## config.mk

```make
export PLATFORM = sky130hd
export DESIGN_NAME = ipfi_divu
export DESIGN_NICKNAME = d
export VERILOG_FILES = /design/src/ipfi_divu.sv
export SDC_FILE = /design/constraint.sdc
export NUM_CORES = 1
export LEC_CHECK = 0
export BUFFER_PORTS_ARGS = -buffer_cell sky130_fd_sc_hd__buf_2
export CAP_MARGIN = 20
export CELL_PAD_IN_SITES_DETAIL_PLACEMENT = 2
export CELL_PAD_IN_SITES_GLOBAL_PLACEMENT = 2
export CORE_ASPECT_RATIO = 0.8
export CORE_MARGIN = 1
export CORE_UTILIZATION = 25
export CTS_CLUSTER_SIZE = 8
export DETAILED_ROUTE_END_ITERATION = 8
export GPL_TIMING_DRIVEN = 1
export PLACE_DENSITY_LB_ADDON = 0.1
export SYNTH_ARGS = -nofsm -noshare
export SYNTH_HDL_FRONTEND = slang
export SYNTH_SLANG_ARGS = --single-unit
```

## constraint.sdc

```tcl
create_clock -name clk -period 4.4 [get_ports clk]
set_input_delay 0.22 -clock clk [delete_from_list [all_inputs] [get_ports clk]]
set_output_delay 0.22 -clock clk [all_outputs]
set_load 0.02 [all_outputs]
```

## src/ipfi_divu.sv

```systemverilog
// ----------------------------------------------------------------------------
// ipfi_divu
// Radix-2 restoring divider for unsigned values, one quotient bit per cycle.
// ----------------------------------------------------------------------------
`default_nettype none
module ipfi_divu #(
	parameter int W = 36
) (
	input  wire logic         clk,
	input  wire logic         arst_n,
	input  wire logic         start,
	input  wire logic [W-1:0] dividend,
	input  wire logic [W-1:0] divisor,
	output logic              busy,
	output logic [W-1:0]      quotient,
	output logic [W-1:0]      remainder
);

	localparam int CW = $clog2(W + 1);

	logic [CW-1:0] cnt_q;
	logic [W-1:0]  q_q;
	logic [W-1:0]  r_q;
	logic [W-1:0]  d_q;
	logic [W:0]    trial;

	assign trial     = {r_q, q_q[W-1]} - {1'b0, d_q};
	assign busy      = (cnt_q != '0);
	assign quotient  = q_q;
	assign remainder = r_q;

	// Shift one dividend bit into the partial remainder per cycle.
	always_ff @(posedge clk or negedge arst_n) begin
		if (!arst_n) begin
			cnt_q <= '0;
		end else if (start) begin
			cnt_q <= CW'(W);
		end else if (busy) begin
			cnt_q <= cnt_q - CW'(1);
		end
	end

	always_ff @(posedge clk) begin
		if (start) begin
			q_q <= dividend;
			r_q <= '0;
			d_q <= divisor;
		end else if (busy) begin
			if (!trial[W]) begin
				r_q <= trial[W-1:0];
				q_q <= {q_q[W-2:0], 1'b1};
			end else begin
				r_q <= {r_q[W-2:0], q_q[W-1]};
				q_q <= {q_q[W-2:0], 1'b0};
			end
		end
	end

endmodule
`default_nettype wire

```

# --- After elaboration in Yosys (flattened, before gate mapping) ---
# Cells that the tools add are included.
word_totals:
  regBits: 114
  latchBits: 0
  ramBits: 0
  romBits: 0
  output_inout_bits: 73
  word_cells: 14
  n_memories: 0
classes:
  n_addsub: 2
  multipliers: 0
  div: 0
  magnitude_cmp: 0
  eq_ne: 0
  n_shift: 0
  mux: 6
  bitwise_logic: 0
  n_reduce_logical: 2
op_table:
  columns: ["operator", "count"]
  rows:
  - ["36-bit 2-to-1 mux", 3]
  - ["37-bit by 36-bit subtractor with 37-bit output", 1]
  - ["6-bit 2-to-1 mux", 2]
  - ["6-bit nonzero test", 1]
  - ["6-bit by 1-bit subtractor with 6-bit output (second input constant)", 1]
  - ["2-bit nonzero test", 1]
  - ["1-bit 2-to-1 mux", 1]

# --- Depth between registers and ports, before layout ---
depth:
  depth_word: 4
  mapped_depth: 14

# --- Worst setup path before layout ---
# OpenSTA, ideal clock, no wires.
synth_timing:
  path_type: "reg-to-reg"
  from: "register q_q[35] (netlist: quotient[35])"
  to: "register r_q[25] (netlist: remainder[25])"
  setup_time_ns: 0.091
  arrival_ns: 3.164
  slack_ns: 1.145
  path_stages_with_launch: 14
  path_buffers: 1
  synth_period_minus_slack_ns: 3.255
  cell_sequence: "edfxtp_1 > inv_1 > ha_1 > fa_1 > nand2b_1 > a21o_1 > a31oi_1 > a31o_2 > a41oi_2 > o21ai_4 > xor2_2 > buf_2 > nand2_1 > a311oi_1"
synth_between:
  elab_chain_len: 2
synth_lines:
  columns: ["item", "line", "text"]
  rows:
  - ["start, declared", "22", "logic [W-1:0] q_q;"]
  - ["start signal, assigned", "45", "q_q <= dividend;"]
  - ["start signal, assigned", "51", "q_q <= {q_q[W-2:0], 1'b1};"]
  - ["start signal, assigned", "54", "q_q <= {q_q[W-2:0], 1'b0};"]
  - ["37-bit by 36-bit subtractor with 37-bit output", "27", "assign trial = {r_q, q_q[W-1]} - {1'b0, d_q};"]
  - ["36-bit 2-to-1 mux", "49", "if (!trial[W]) begin"]
  - ["end signal, assigned", "50", "r_q <= trial[W-1:0];"]
  - ["end signal, assigned", "53", "r_q <= {r_q[W-2:0], q_q[W-1]};"]
  - ["end, declared", "23", "logic [W-1:0] r_q;"]
# No other way between the ends.
# A chain may end at the register's enable or synchronous reset.

# --- Worst setup path in the final report ---
layout_timing:
  from: "register q_q[35] (netlist: quotient[35])"
  to: "register r_q[5] (netlist: remainder[5])"
# Same word-level chain as after synthesis.

==> PnR_summary.wiki <==
{| class="wikitable"
! Metric !! Value
|-
| Outcome || finished, final reports clean
|-
| Worst endpoint required time || 4.74 ns
|-
| CTS clk-pin slew, worst paths || 0.06 ns
|-
| Number of global-route vias before repair || 6,275
|-
| Setup TNS Final || 0 ns
|-
| PnR worst setup slack || 0.7458 ns
|-
| WL per Instance || 17.74 um
|-
| Arrival time at the worst endpoint || 3.99 ns
|-
| Gate count of the mapped netlist || 649
|-
| Total Wirelength || 21,180 um
|-
| Transition time at the pin with the least slew margin || 0.9477 ns
|-
| Reported max-cap violation count || 0
|-
| Delay of the slowest cell on the worst path || 0.39 ns
|-
| TritonCTS buffer count || 17
|-
| Iteration-0 DRC count of the detailed router || 195
|-
| Critical path startpoint category || register
|-
| Total overflow reported by the global router || 0
|-
| Wire length on met3 || 701 um
|-
| Power density over the cells || 478.7 nW/um^2
|-
| Clk Latency, worst-skew pair || 0.43 ns
|-
| Most common library cell in the layout ignoring fill and taps || sky130_fd_sc_hd__buf_2
|-
| Post-layout net count || 943
|-
| Slew Limit Headroom || 36.82%
|-
| Top layer used by detailed routing || met4
|-
| Maximum root-to-sink buffer count || 2
|-
| Setup slack after placement || 0.6912 ns
|-
| Antenna violations before repair || 0
|-
| Syn_nets || 762
|-
| Number of standard-cell rows in the floorplan || 52
|-
| H-tree depth || 4
|-
| Design area || 8648 sq um
|-
| Sink count of the clock tree || 114
|-
| Top cell type by total area after synthesis || sky130_fd_sc_hd__edfxtp_1
|-
| HPWL after detailed placement || 15,600 um
|-
| Number of synthesized flops with an enable pin || 72
|-
| CTS resizes || 0
|-
| Placed cell area || 7651 sq um
|-
| Count of endpoints failing hold in the final timing report || 0
|-
| Commonest non-fill, non-tap cells in the layout || sky130_fd_sc_hd__buf_2, sky130_fd_sc_hd__edfxtp_1, sky130_fd_sc_hd__nand2_1
|-
| Synth Cell Area || 6509 sq um
|-
| Leading register cell type out of synthesis || sky130_fd_sc_hd__edfxtp_1
|-
| Top Ports || 148
|-
| TritonCTS clock tree || done
|-
| RSZ-0062 raised after global routing || no
|-
| Remaining antenna violation count after routing || 0
|-
| Vias per cell || 4.668
|-
| Period Utilization, post-route || 83.05%
|-
| Final count of pins violating max slew || 0
|-
| Core Footprint || 25,440 sq um
|-
| Starting utilization of the core area || 25.59%
|-
| Dominant cells by area after synthesis || sky130_fd_sc_hd__edfxtp_1, sky130_fd_sc_hd__dfxtp_1, sky130_fd_sc_hd__ha_1
|-
| Worst min-delay path category || in -> reg
|-
| Max frequency || 273.7 MHz
|-
| Share of cells above drive strength 1 || 27.40%
|-
| Post-synthesis sequential area ratio || 46.60%
|-
| Proportion of synthesized flip-flops having asynchronous set or reset || 5.263%
|-
| Pin count of the biggest net entering global routing || 55
|-
| Cell-by-cell trace of the critical path || inv_1 -> ha_1 -> fa_1 -> nand2b_1 -> a21o_1 -> a31oi_1 -> a31o_2 -> a41oi_2 -> o21ai_4 -> xnor2_4 -> buf_4 -> o31a_1 -> a211oi_1
|-
| Met2 wire len || 9859 um
|-
| Portion of synthesized cell area occupied by the leading cell type || 33.22%
|-
| Leakage power || 3.813 nW
|-
| Number of warnings reported in the yosys synthesis log || 0
|-
| Area grow syn2layout || 32.87%
|-
| Gp weighted congestion || 0.7744
|-
| Count of buffers from port buffering || 147
|-
| CTS Hold Buffers Added || 37
|-
| Maximum fanout along the worst path || 19
|-
| Kind of critical path || reg -> reg
|-
| Final critical path time including I/O delays and setup || 3.654 ns
|-
| Die Span X || 182.4 um
|-
| # Post-CTS Setup Buffers || 0
|-
| Number of distinct library cells after synthesis || 55
|-
| Die height || 146.3 um
|-
| Slowest cell on the critical path || sky130_fd_sc_hd__fa_1
|-
| Via count || 5,574
|-
| Global-route total usage across every layer || 16.67%
|-
| Category of the worst setup path capture point || register
|-
| Global-route wire length before repair || 34,520 um
|-
| Area of the die || 26,690 sq um
|-
| Number of register bits inferred by synthesis || 114
|-
| Placed Cells || 1,125
|-
| Core utilization of the finished layout || 34.00%
|-
| Total of endpoints with negative setup slack in the final report || 0
|-
| DRC viols || 0
|-
| Number of standard cells in the final layout excluding fillers || 1,194
|-
| First drt pass iteration count || 4
|-
| IR Drop Worst-Case VDD || 0.3034 mV
|-
| Met1 Wirelength || 10,440 um
|-
| # diodes || 0
|-
| Syn_area_per_cell || 10.03 sq um
|-
| CTS Root Buffer Type || sky130_fd_sc_hd__clkbuf_16
|-
| Clock tree skew after final layout || 0.01279 ns
|}
cells by family (layout without fill, tap and decap cells):
kind of cell,count (synthesis),after routing,synth area share (%)
muxes,40,40,6.824
AOI/OAI and AO/OA,172,172,18.03
adders and majority gates,38,38,7.420
xor gates and xnor gates,31,31,4.402
DFF,114,114,46.60
buffers and inverters,82,276,4.825
and+or+nand+nor,172,172,11.90
layer usage:
layer  vias to the layer above  GRT usage, %
met2                        71         26.86
li1                       2727             -
met5                         -             0
met3                        12         3.891
met4                         0         4.454
met1                      2764         22.34
metrics by stage:
| step | total power [mW] | hold WS, ns |
|---|---|---|
| detailed placement | 2.648 | 0.05493 |
| floorplan | 2.205 | -0.07559 |
| CTS | 4.217 | 0.06048 |
| finish | 4.140 | 0.08352 |
| global placement | 2.611 | 0.05285 |
| global route | 4.389 | 0.06781 |
synth_stat cells (5+ instances only):
library cell               number
sky130_fd_sc_hd__ha_1          37
sky130_fd_sc_hd__dfrtp_1        6
sky130_fd_sc_hd__edfxtp_1      72
sky130_fd_sc_hd__a21o_1        17
sky130_fd_sc_hd__o21a_1         5
sky130_fd_sc_hd__o21ai_1        8
sky130_fd_sc_hd__nand3_1        9
sky130_fd_sc_hd__nor3_1        11
sky130_fd_sc_hd__nor2_1        52
sky130_fd_sc_hd__dfxtp_1       36
sky130_fd_sc_hd__nand4_1        7
sky130_fd_sc_hd__mux2_2        35
sky130_fd_sc_hd__a21oi_1       50
sky130_fd_sc_hd__a211oi_1      21
sky130_fd_sc_hd__o21bai_1       9
sky130_fd_sc_hd__mux2i_1        5
sky130_fd_sc_hd__xnor2_1       26
sky130_fd_sc_hd__buf_2          5
sky130_fd_sc_hd__inv_1         51
sky130_fd_sc_hd__nand2_1       62
sky130_fd_sc_hd__nand2b_1       7
sky130_fd_sc_hd__nor2b_1        6
sky130_fd_sc_hd__a31oi_1        6
sky130_fd_sc_hd__a311oi_1      17
sky130_fd_sc_hd__o21ai_0       11
sky130_fd_sc_hd__and3_1         6
sky130_fd_sc_hd__clkbuf_1      26
sequential cells by signal, summed over array words and instances (netlist names):
name and cells:
d_q 36, quotient 36, remainder 36, cnt_q 6
critical path, delay by kind of cell (launching register included):
family	cells	cell delay [ns]
AOI/OAI and AO/OA	7	1.78
and+or+nand+nor	1	0.20
xor gates and xnor gates	1	0.26
DFF	1	0.37
buffers and inverters	2	0.34
adders and majority gates	2	0.62
final cells by class:
type	instances	area [sq um]
multi-input cells	453	3182
inverters	51	191.4
flip-flops and latches	114	3033
clock inverters	13	173.9
well taps	351	439.2
clock buffers	19	452.9
repair buffers	193	1176
fillers	2804	16790
power by group:
part           leakage [nW]  total, mW  internal (mW)  switching, mW
logic                  2.42       1.24          0.488          0.757
clock network         0.297       1.51          0.930          0.575
registers              1.10       1.39           1.28          0.108
total                  3.81       4.14           2.70           1.44
final timing paths:
| check | from | end | slack (ns) | depth (start not counted) |
|---|---|---|---|---|
| worst max-delay path | quotient[35]$_DFFE_PP_ | remainder[5]$_SDFFE_PP0P_ | 0.75 | 13 |
| max in group asynchronous | arst_n | cnt_q[1]$_DFFE_PN0P_ | 4.11 | 2 |
| min in group asynchronous | arst_n | cnt_q[3]$_DFFE_PN0P_ | 0.14 | 2 |
| worst min register to register | remainder[1]$_SDFFE_PP0P_ | remainder[1]$_SDFFE_PP0P_ | 0.52 | 2 |
| worst max register to register | quotient[35]$_DFFE_PP_ | remainder[5]$_SDFFE_PP0P_ | 0.75 | 13 |
| worst min-delay path | dividend[0] | quotient[0]$_DFFE_PP_ | 0.08 | 3 |
(Power assumes the default switching activity.)
