[src/ipfi_ram.sv]
// ----------------------------------------------------------------------------
// ipfi_ram
// Generic single-port synchronous RAM with a registered read.
// ----------------------------------------------------------------------------
`default_nettype none
module ipfi_ram #(
	parameter int WIDTH = 8,
	parameter int DEPTH = 16
) (
	input  wire logic                     clk,
	input  wire logic                     we,
	input  wire logic [$clog2(DEPTH)-1:0] addr,
	input  wire logic [WIDTH-1:0]         wdata,
	output logic      [WIDTH-1:0]         rdata
);

	logic [WIDTH-1:0] mem [DEPTH];

	// One access per cycle at a single address; a write also reads out the old word.
	always_ff @(posedge clk) begin
		if (we) begin
			mem[addr] <= wdata;
		end
		rdata <= mem[addr];
	end

endmodule
`default_nettype wire

[config.mk]
export PLATFORM = sky130hd
export DESIGN_NAME = ipfi_ram
export DESIGN_NICKNAME = d
export VERILOG_FILES = /design/src/ipfi_ram.sv
export SDC_FILE = /design/constraint.sdc
export NUM_CORES = 1
export LEC_CHECK = 0
export BUFFER_PORTS_ARGS = -buffer_cell sky130_fd_sc_hd__buf_2
export CAP_MARGIN = 5
export CORE_MARGIN = 3
export CORE_UTILIZATION = 60
export CTS_CLUSTER_SIZE = 20
export DETAILED_ROUTE_END_ITERATION = 7
export GPL_ROUTABILITY_DRIVEN = 0
export PLACE_DENSITY = 0.78
export SLEW_MARGIN = 0
export SYNTH_ARGS = -nofsm -noshare
export SYNTH_HDL_FRONTEND = slang
export SYNTH_SLANG_ARGS = --single-unit
[constraint.sdc]
create_clock -name clk -period 2.59 [get_ports clk]
set_input_delay 0.518 -clock clk [delete_from_list [all_inputs] [get_ports clk]]
set_output_delay 0.518 -clock clk [all_outputs]
set_load 0.05 [all_outputs]
# [Word level (Yosys, flattened, before mapping)]
# Memory sizes are Yosys's and may differ from the RTL's. A register that Yosys moved wholly into a read port is not among the register bits.
# Cells that the tools add are included.
# W data, S select, Z words.
[totals] ram_bits=128 input_bits=14 latch_bits=0 mem_bits_ro=0 register_bits=0 memories=1
[op_classes] n_reduce_logical=0 div_mod_pow=0 n_mul=0 add_sub_neg=0 n_shift=0 order_cmp=0 n_mux=2 n_bitwise=0 n_eq_ne=0
[mem_list] name="mem" words=16 width=8 read_ports=1 rd_ports_with_merged_regs=1 wr=1 line="17" text="logic [WIDTH-1:0] mem [DEPTH];"
[ops] operator="$mux W1" count=2

# [Longest topological paths before layout]
# Gate-level depths: netlist (run 1).
[logic_depth] word_depth=2 mapped_depth=5

# [Worst setup path after synthesis (run 1)]
# Ideal clock, no wire load.
[synth_timing] path_type="input -> register" start="in addr[2]" end="mem mem[0][0], enable pin" t_required_ns=2.207 path_slack_ns=0.579 t_arrival_ns=1.628 path_stages=2 setup_time_ns=0.383 path_buffers=0 cell_sequence="or3b_2 -> nor3_1"
[synth_lines] item="start, declared" line="12" text="input wire logic [$clog2(DEPTH)-1:0] addr,"
[synth_lines] item="end, declared" line="17"
# Straight into the memory's write port.

# [Worst setup path after layout (run 1)]
[layout_timing] start="reg rdata[3] (read register of mem)" end="out rdata[3]"
[layout_lines] item="start, declared" line="14" text="output logic [WIDTH-1:0] rdata"
# No word-level cell between the ends.

==> summary.md, run 1 <==
| Metric | Value |
|---|---|
| Post-CTS Setup Bufs | 0 |
| Global-route wire length before repair | about 15000 microns |
| Num CTS Buffers | 17 |
| Area Overhead vs Synth | 18.8% |
| CTS hold repair buffers | 0 |
| Power Dens Cells | 862 mW/mm^2 |
| Die area | between 0.009 and 0.01 sq mm |
| Setup total negative slack | 0 ps |
| CP Class | flop to primary output |
| Worst EP required | 2070 ps |
| Number of routed nets with antenna violations | 0 |
| Net Count, Synth | ~240 |
| Dpl ws | 442 ps |
| YS warnings | 0 |
| Routed len/inst | around 24 microns |
| Crit Path Max Fanout | 1 |
| Final WL | 9470 microns |
| CP top delay family | flip-flops |
| Crit-path cells | buf_2 |
| Layout filler cell count | 426 |
| Critical Path Sink Type | primary output |
| P_leak | 2.01 nW |
| Tot GR Track Use | between 20% and 30% |
| Chip width | 97.9 microns |
| Drc violations | 0 |
| Cell with the most instances after synthesis | edfxtp_1 |
| Sequential cell area | 0.00400 sq mm |
| Fin. max-slew vios | 0 |
| Headroom to the max-slew limit | about 48% |
| Via count | 2420 |
| Async set or reset register ratio after synthesis | 0% |
| Final Hold Viols | 0 |
| CTS-repair resized insts | 0 |
| RSZ-0062 raised after global routing | false |
| Boundary pin count | 22 |
| Top post-synthesis cells by area | edfxtp_1 (76%), mux4_2 (14%), dfxtp_1 (3.2%), a22oi_1 (2.4%), nor2_1 (0.96%) |
| Yosys top cell by area | edfxtp_1 |
| Initial drt markers | 223 |
| Synth Flop Type | edfxtp_1 |
| Worst Slack Setup Final | 947 ps |
| Post-Syn Area | 0.00507 sq mm |
| Synth top cells by count | edfxtp_1 (128), mux4_2 (32), a22oi_1 (16), nor2_1 (13), nand2_1 (9) |
| Fin crit share | 63.4% |
| Antenna cell count | 0 |
| Port buffer count | 21 |
| Avg Cell Area, Syn | 22.0 sq um |
| Slowest cell delay on critical path | 340 ps |
| Largest net degree at the start of global routing | 24 |
| Clock tree sinks | 136 |
| CTS root buf | clkbuf_8 |
| Peak Freq | 609 MHz |
| Via/cell ratio | 6.16 |
| Sequential share of the synthesized area | just under 80% |
| Max-capacitance violation count | 0 |
| Crit path DAT | 1130 ps |
| Number of synthesized flops with an enable pin | 128 |
| FF+latch count, synth | 136 |
| Clk slew on worst S/H paths | 60 ps |
| R2R Setup Slk | ~1200 ps |
| Row cnt | 32 |
| Crit start category | flop |
| Final instance area | between 0.006 and 0.007 sq mm |
| Buffer depth of the longest clock path | 2 |
| Total gr overflow | 0 |
| Placed cell area | 0.00541 sq mm |
| Die H | just under 100 microns |
| Post-layout min period | 1640 ps |
| CTS tree | built |
| Yosys top cell area share | 75.9% |
| Core area | 0.00797 sq mm |
| Initial antenna violation count | 0 |
| Vias in the first global route | around 2600 |
| Later-pin clock latency in the skew report | 520 ps |
| Status | completed |
| First-pass DRT Iterations | 4 |
| Layout net count | 292 |
| Dpl hpwl | 5790 microns |
| Layout Skew | 5.41 ps |
| Maximum VDD drop | 0.603 mV |
| Synthesized instance count | 230 |
| Fraction of layout cells with a size suffix above 1 | between 30 and 40% |
| Post-synth cell types | 18 |
| # H-tree levels | 4 |
| Worst slew pin tran | 784 ps |
| Worst path bufs/invs | 1 |
| Initial Utilization | 63.6% |
| HP Class | input port to flop |
| CP max-delay cell | dfxtp_1 |
| Setup violations, final | 0 |
| Area occupied by multi-input gates | about 0.001 sq mm |
[flip-flops by register name (all words and copies together), names as in the netlist]
| name | flops |
|---|---|
| mem | 128 |
| rdata | 8 |
[per-stage QoR]
stage / hold WS (ps) / util, % / total power [mW] / std cells
finish: 381 / 75.5 / 5.19 / 393
global route: 379 / 75.5 / 5.33 / 393
CTS: 360 / 75.5 / 5.22 / 393
detailed placement: 657 / 67.9 / 2.80 / 361
global placement: 646 / 67.9 / 2.79 / 361
floorplan: 617 / - / 2.70 / 230
[final timing paths]
check / cells past startpoint / from / endpoint
max reg2reg: 3 / mem[3][4] / rdata[4]
min: 1 / wdata[3] / mem[10][3]
max: 1 / rdata[3] / rdata[3]
min reg2reg: 3 / mem[13][3] / rdata[3]
[worst reg2reg max path, delay by kind of cell (launching register included)]
| kind | cells | cell delay (ps) |
|---|---|---|
| multiplexers | 1 | 490 |
| AO/OA/AOI/OAI | 1 | 270 |
| AND/OR/NAND/NOR | 1 | 100 |
| flip-flops | 1 | 380 |
[placed cells by master (no fill, tap or decap)]
cell and n:
a22oi_1 16, and2_1 1, buf_12 2, buf_2 21, buf_4 17, bufinv_16 3
clkbuf_16 16, clkbuf_8 3, clkinv_2 1, clkinv_4 2, clkinvlp_4 4, dfxtp_1 8
edfxtp_1 128, inv_6 3, mux4_2 32, nand2_1 9, nand2b_1 2, nand3_1 1
nand3b_1 2, nor2_1 13, nor2b_1 2, nor3_1 4, or3b_2 1
[where the power goes]
| part | total (mW) | internal (mW) | switching (mW) |
|---|---|---|---|
| registers | 2.48 | 2.46 | 0.0144 |
| clock network | 2.44 | 1.53 | 0.910 |
| logic | 0.278 | 0.0993 | 0.178 |
| total | 5.19 | 4.09 | 1.10 |
[cell families (layout without fill, tap and decap cells)]
kind of cell           Yosys count  count (layout)  synth area share [%]
AND/OR/NAND/NOR                 35              35                  3.21
flip-flops                     136             136                  79.0
multiplexers                    32              32                  14.2
AO/OA/AOI/OAI                   16              16                  2.37
buffers and inverters           11              72                  1.19
[per-layer routing]
metal / global-route usage (%) / share of wire, % / up-vias
met3: 7.50 / 6.3 / 9
met2: 34.3 / 51 / 85
met4: 8.31 / 1.3 / 0
li1: - / - / 1060
met5: 0 / 0 / -
met1: 29.1 / 41 / 1266
[final cells by class]
class                           instances  area share [%]
Timing Repair Buffer                   40            4.53
Tap cell                              102            2.12
Clock inverter                         13            2.81
Clock buffer                           19            7.34
Sequential cell                       136            66.5
Multi-Input combinational cell         83            16.7
No activity file was read; power rests on OpenSTA's default activity.
==> inputs of run 2 (changes only) <==
--- a/config.mk
+++ b/config.mk
@@ -5,6 +5,7 @@
 export SDC_FILE = /design/constraint.sdc
 export NUM_CORES = 1
 export LEC_CHECK = 0
+export ABC_AREA = 1
 export BUFFER_PORTS_ARGS = -buffer_cell sky130_fd_sc_hd__buf_2
 export CAP_MARGIN = 5
 export CORE_MARGIN = 3
==> constraint.sdc (replaced) <==
create_clock -name clk -period 1.7 [get_ports clk]
set_input_delay 0.34 -clock clk [delete_from_list [all_inputs] [get_ports clk]]
set_output_delay 0.34 -clock clk [all_outputs]
set_load 0.05 [all_outputs]
==> run 2 against run 1 <==
Effect of this change:
- critical path depth did not move
- sequential cell count did not move
- synthesized cell count rose by 140%
- area after synthesis rose by 10%
- clock-buffer cell count rose by 1
- worst setup slack got worse by 730 ps
- hold slack got worse by 150 ps
- largest cell class unchanged
- die area rose by 9.7%
- critical endpoint unchanged
- register-to-register slack got worse by 620 ps
==> summary.md, run 2 <==
| Metric | Value |
|---|---|
| Status | completed |
| Initial Utilization | a little over three fifths |
| Slowest cell delay on critical path | 350 ps |
| HP Class | input port to flop |
| Layout filler cell count | 555 |
| Largest Register | mem |
| Net Count, Synth | 562 |
| Power Dens Cells | 1230 mW/mm^2 |
| Die H | between 100 and 150 microns |
| Core area | 0.00889 sq mm |
| Most frequent cells in the layout | nand2_1 (346), edfxtp_1 (128), buf_4 (30) |
| CTS hold repair buffers | 0 |
| Post-layout min period | about 1500 ps |
| Synthesized instance count | 548 |
| Synth top cells by count | nand2_1 (346), edfxtp_1 (128), inv_1 (21), nor2_1 (18), buf_2 (12) |
| Max reg flops | 128 |
| Worst path bufs/invs | 1 |
| P_int | 6.31 mW |
| CTS tree | built |
| Power share of the combinational group | 6.7% |
| R2R Setup Slk | 620 ps |
| CTS root buf | clkbuf_8 |
| Peak Freq | 674 MHz |
| Fin crit share | between 80% and 90% |
| Area Overhead vs Synth | 17.1% |
| Via count | approximately 3900 |
| CP top delay family | flip-flops |
| Yosys top cell by area | edfxtp_1 |
| Reg2reg path depth | 8 |
| RSZ-0062 raised after global routing | false |
| YS warnings | 0 |
| Drc violations | 0 |
| Clk slew on worst S/H paths | 60 ps |
| Hold path endpoint | mem[12][7] |
| Seq pwr share | 46.8% |
| Crit path DAT | 1140 ps |
| Crit-path cells | buf_2 |
| CTS-repair resized insts | 0 |
| Worst EP required | ~1400 ps |
| Final WL | 12500 microns |
| Setup violations, final | 0 |
| FF+latch count, synth | 136 |
| Final Hold Viols | 0 |
| Critical Path Sink Type | primary output |
| CP max-delay cell | dfxtp_1 |
| Yosys top cell area share | 68.7% |
| Die area | 0.0105 sq mm |
| Dpl ws | 187 ps |
| Antenna cell count | 0 |
| Hold_sp | wdata[7] |
| Cell with the most instances after synthesis | nand2_1 |
| Top Registers | mem x128, rdata x8 |
| Top post-synthesis cells by area | edfxtp_1 (69%), nand2_1 (23%), dfxtp_1 (2.9%), inv_1 (1.4%), nor2_1 (1.2%) |
| Switching Share | 21.8% |
| Post-CTS Setup Bufs | 0 |
| R2r endpoint | rdata[1] |
| Hold Path Depth | 1 |
| Dpl hpwl | around 7500 microns |
| Reg2reg start | mem[6][1] |
| Initial antenna violation count | 0 |
| Number of routed nets with antenna violations | 0 |
| Worst Slack Setup Final | 217 ps |
| Buffer depth of the longest clock path | 2 |
| Avg Cell Area, Syn | between 10 and 15 sq um |
| Final Util | 73.7% |
| First-pass DRT Iterations | 5 |
| Row cnt | 34 |
| Max-capacitance violation count | 0 |
| Chip width | 103 microns |
| Post-Syn Area | 0.00559 sq mm |
| Vias in the first global route | 3876 |
| Crit start category | flop |
| Clock tree sinks | 136 |
| Net Sw Power | 1.76 mW |
| Synth Flop Type | edfxtp_1 |
| Fin. max-slew vios | 0 |
| Num CTS Buffers | 17 |
| # H-tree levels | 4 |
| P_leak | 2.88 nW |
| Final hold slack | 236 ps |
| Layout Skew | roughly 13 ps |
| Fraction of layout cells with a size suffix above 1 | 13.4% |
| Boundary pin count | 22 |
| Total gr overflow | 0 |
| Largest net degree at the start of global routing | 31 |
| Tot GR Track Use | 26.2% |
| Clk pwr share | 46.5% |
| Crit Path Max Fanout | 1 |
| Later-pin clock latency in the skew report | roughly 530 ps |
| Worst slew pin tran | about 380 ps |
| Post-synth cell types | 11 |
| Initial drt markers | 333 |
| Async set or reset register ratio after synthesis | 0% |
| Via/cell ratio | 5.43 |
| Most common cell after layout, fill and taps aside | nand2_1 |
| Routed len/inst | 17.3 microns |
| Layout net count | 611 |
| Headroom to the max-slew limit | 74.7% |
| Worst Setup SP | rdata[3] |
| Sequential share of the synthesized area | a little under three quarters |
| CP Class | flop to primary output |
| Port buffer count | 21 |
| Maximum VDD drop | 0.881 mV |
| Number of synthesized flops with an enable pin | 128 |
| Global-route wire length before repair | 19700 microns |
-- run 2: power by group through the flow --
| stage | Clock (mW) | Combinational (mW) | Sequential, mW |
|---|---|---|---|
| after CTS | 3.77 | 0.541 | 3.77 |
| after global routing | 3.95 | 0.597 | 3.78 |
| after floorplan | 0 | 0.258 | 3.92 |
| after detailed placement | 0 | 0.529 | 3.84 |
| final | 3.75 | 0.544 | 3.77 |
| after global placement | 0 | 0.519 | 3.84 |
-- run 2: worst max-delay path by stage --
stage	cells past startpoint	slack, ps	to
2_1_floorplan	4	-20	mem[3][0]
3_3_place_gp	9	210	rdata[4]
3_5_place_dp	9	190	rdata[7]
4_1_cts	1	200	rdata[3]
5_1_grt	1	200	rdata[0]
6_report	1	220	rdata[3]
-- run 2: stage by stage --
stage	power, mW	instance area (sq um)	instances	setup TNS [ps]
2_1_floorplan	4.17	5590	548	-451
3_3_place_gp	4.36	5940	686	0
3_5_place_dp	4.37	5940	686	0
4_1_cts	8.08	6550	718	0
5_1_grt	8.32	6550	718	0
6_report	8.07	6550	718	0
-- run 2: cell type report --
class	count	area [sq um]	area share, %
Timing Repair Buffer	51	330	5.04
Sequential cell	136	4000	61.1
Clock inverter	12	174	2.65
Clock buffer	20	435	6.65
Multi-Input combinational cell	368	1390	21.2
Inverter	23	86.3	1.32
Tap cell	108	135	2.06
-- run 2: logic make-up (layout without fill, tap and decap cells) --
group	after synthesis	after routing	share of synthesized area [%]
and+or+nand+nor	368	368	24.8
buffers and inverters	44	106	3.62
DFF	136	136	71.6
-- run 2: layer usage --
layer,vias to the layer above,share of wire [%],track usage (%)
li1,1847,-,-
met1,1815,39,34.0
met2,209,50,42.6
met3,31,8.1,6.02
met4,0,2.3,11.9
met5,-,0,0
==> inputs of run 3 (changes only) <==
--- a/config.mk
+++ b/config.mk
@@ -10,6 +10,7 @@
 export CAP_MARGIN = 5
 export CORE_MARGIN = 3
 export CORE_UTILIZATION = 60
+export CTS_BUF_LIST = sky130_fd_sc_hd__clkbuf_4 sky130_fd_sc_hd__clkbuf_8 sky130_fd_sc_hd__clkbuf_16
 export CTS_CLUSTER_SIZE = 20
 export DETAILED_ROUTE_END_ITERATION = 7
 export GPL_ROUTABILITY_DRIVEN = 0
==> run 3 against run 2 <==
Effect of this change:
- design area increased by 0.11%
- critical path depth unchanged
- register-to-register slack about the same
- total power increased by 0.43%
- die area unchanged
- sequential share of layout area decreased by 0.070 points
- sequential cell count unchanged
- first-iteration DRC count increased by 20%
- combinational power about the same
- via count increased by 0.67%
- critical path type unchanged
- critical endpoint unchanged
- highest routed layer unchanged
==> summary.md, run 3 (synthesized netlist as in run 2, its figures left out) <==
| Metric | Value |
|---|---|
| Status | completed |
| Dpl hpwl | 7480 microns |
| Slowest cell delay on critical path | 350 ps |
| Global-route wire length before repair | 20000 microns |
| Post-layout min period | roughly 1500 ps |
| Clock tree sinks | 136 |
| First-pass DRT Iterations | 7 |
| Crit-path cells | buf_2 |
| Setup total negative slack | 0 ps |
| Most common cell after layout, fill and taps aside | nand2_1 |
| Row cnt | 34 |
| Setup violations, final | 0 |
| Initial antenna violation count | 0 |
| Later-pin clock latency in the skew report | 520 ps |
| Largest net degree at the start of global routing | 31 |
| Dpl ws | 187 ps |
| Placed cells | 686 |
| Largest Register | mem |
| Antenna cell count | 0 |
| Headroom to the max-slew limit | 74.2% |
| CTS-repair resized insts | 0 |
| R2r endpoint | rdata[1] |
| Worst Setup SP | rdata[3] |
| # H-tree levels | 4 |
| Fin crit share | between 80% and 90% |
| Initial Utilization | 62.9% |
| CP top delay family | flip-flops |
| Total gr overflow | 0 |
| Num CTS Buffers | 17 |
| Worst Slack Setup Final | 215 ps |
| CTS tree | built |
| Worst Setup EP | rdata[3] |
| Most frequent cells in the layout | nand2_1 (346), edfxtp_1 (128), buf_4 (30) |
| Worst EP required | 1360 ps |
| Final Util | 73.8% |
| Power Dens Cells | 1230 mW/mm^2 |
| Layout filler cell count | roughly 560 |
| Crit start category | flop |
| Final hold slack | 241 ps |
| Worst slew pin tran | between 300 and 400 ps |
| Levels on crit path | 1 |
| Crit Path Max Fanout | 1 |
| Final WL | 12700 microns |
| Worst path bufs/invs | 1 |
| Final Hold Viols | 0 |
| Layout net count | about 600 |
| Die H | just over 100 microns |
| Port buffer count | 21 |
| Clk slew on worst S/H paths | approximately 60 ps |
| CP max-delay cell | dfxtp_1 |
| Via/cell ratio | 5.47 |
| Final std cells w/o fill | 718 |
| Final instance area | 0.00656 sq mm |
| Reg2reg start | mem[6][1] |
| Max reg flops | 128 |
| Number of routed nets with antenna violations | 0 |
| Drc violations | 0 |
| Maximum VDD drop | 0.886 mV |
| Routed len/inst | between 15 and 20 microns |
| Hold_sp | wdata[4] |
| Buffer depth of the longest clock path | 2 |
| Core area | 0.00889 sq mm |
| Layout Skew | 7.09 ps |
| Crit path DAT | between 1000 and 1500 ps |
| Area Overhead vs Synth | 17.3% |
| R2R Setup Slk | 610 ps |
| Fin. max-slew vios | 0 |
| Initial drt markers | 400 |
| Fraction of layout cells with a size suffix above 1 | 13.8% |
| Tot GR Track Use | 26.6% |
| Boundary pin count | 22 |
| HP Class | input port to flop |
| CTS hold repair buffers | 0 |
| Power Total | 8.10 mW |
| Post-CTS Setup Bufs | 0 |
| Peak Freq | 673 MHz |
| RSZ-0062 raised after global routing | false |
| P_leak | 2.89 nW |
| Chip width | 103 microns |
| Vias in the first global route | slightly below 4000 |
| Critical Path Sink Type | primary output |
| Max-capacitance violation count | 0 |
| Die area | 0.0105 sq mm |
| Via count | around 4000 |
| Top Registers | mem x128, rdata x8 |
| CTS root buf | clkbuf_8 |
| CP Class | flop to primary output |
| Reg2reg path depth | 8 |
| Placed cell area | 0.00594 sq mm |
run 3: changes by cell type in the layout (fill, tap and decap cells not counted):
cell / before / now
clkbuf_1: 2 / 0
clkbuf_4: 0 / 2
run 3: where the power goes:
part           total (mW)  switching (mW)  leakage [nW]  internal [mW]
combinational       0.546           0.408          1.36          0.138
sequential           3.77          0.0225          1.22           3.75
clock                3.78            1.33         0.306           2.45
run 3: how the worst min path moves through the flow:
stage,depth (start not counted),endpoint,slack (ps)
floorplan,0,mem[0][0],440
global placement,8,rdata[6],680
detailed placement,8,rdata[6],690
CTS,1,mem[13][4],230
global route,1,mem[7][6],240
finish,1,mem[13][4],240
run 3: final cells by class:
class	count	area (sq um)	area share (%)
Sequential cell	136	4000	61.0
Tap cell	108	135	2.06
Inverter	23	86.3	1.32
Clock inverter	12	174	2.65
Multi-Input combinational cell	368	1390	21.1
Timing Repair Buffer	51	330	5.04
Clock buffer	20	443	6.75
run 3: metal layers:
layer  track usage, %  vias to the layer above  share of wire, %
met5                0                        -                 0
met4             12.0                        0               2.2
met3             6.16                       33               9.7
met2             43.5                      212                51
met1             34.1                     1837                37
li1                 -                     1846                 -
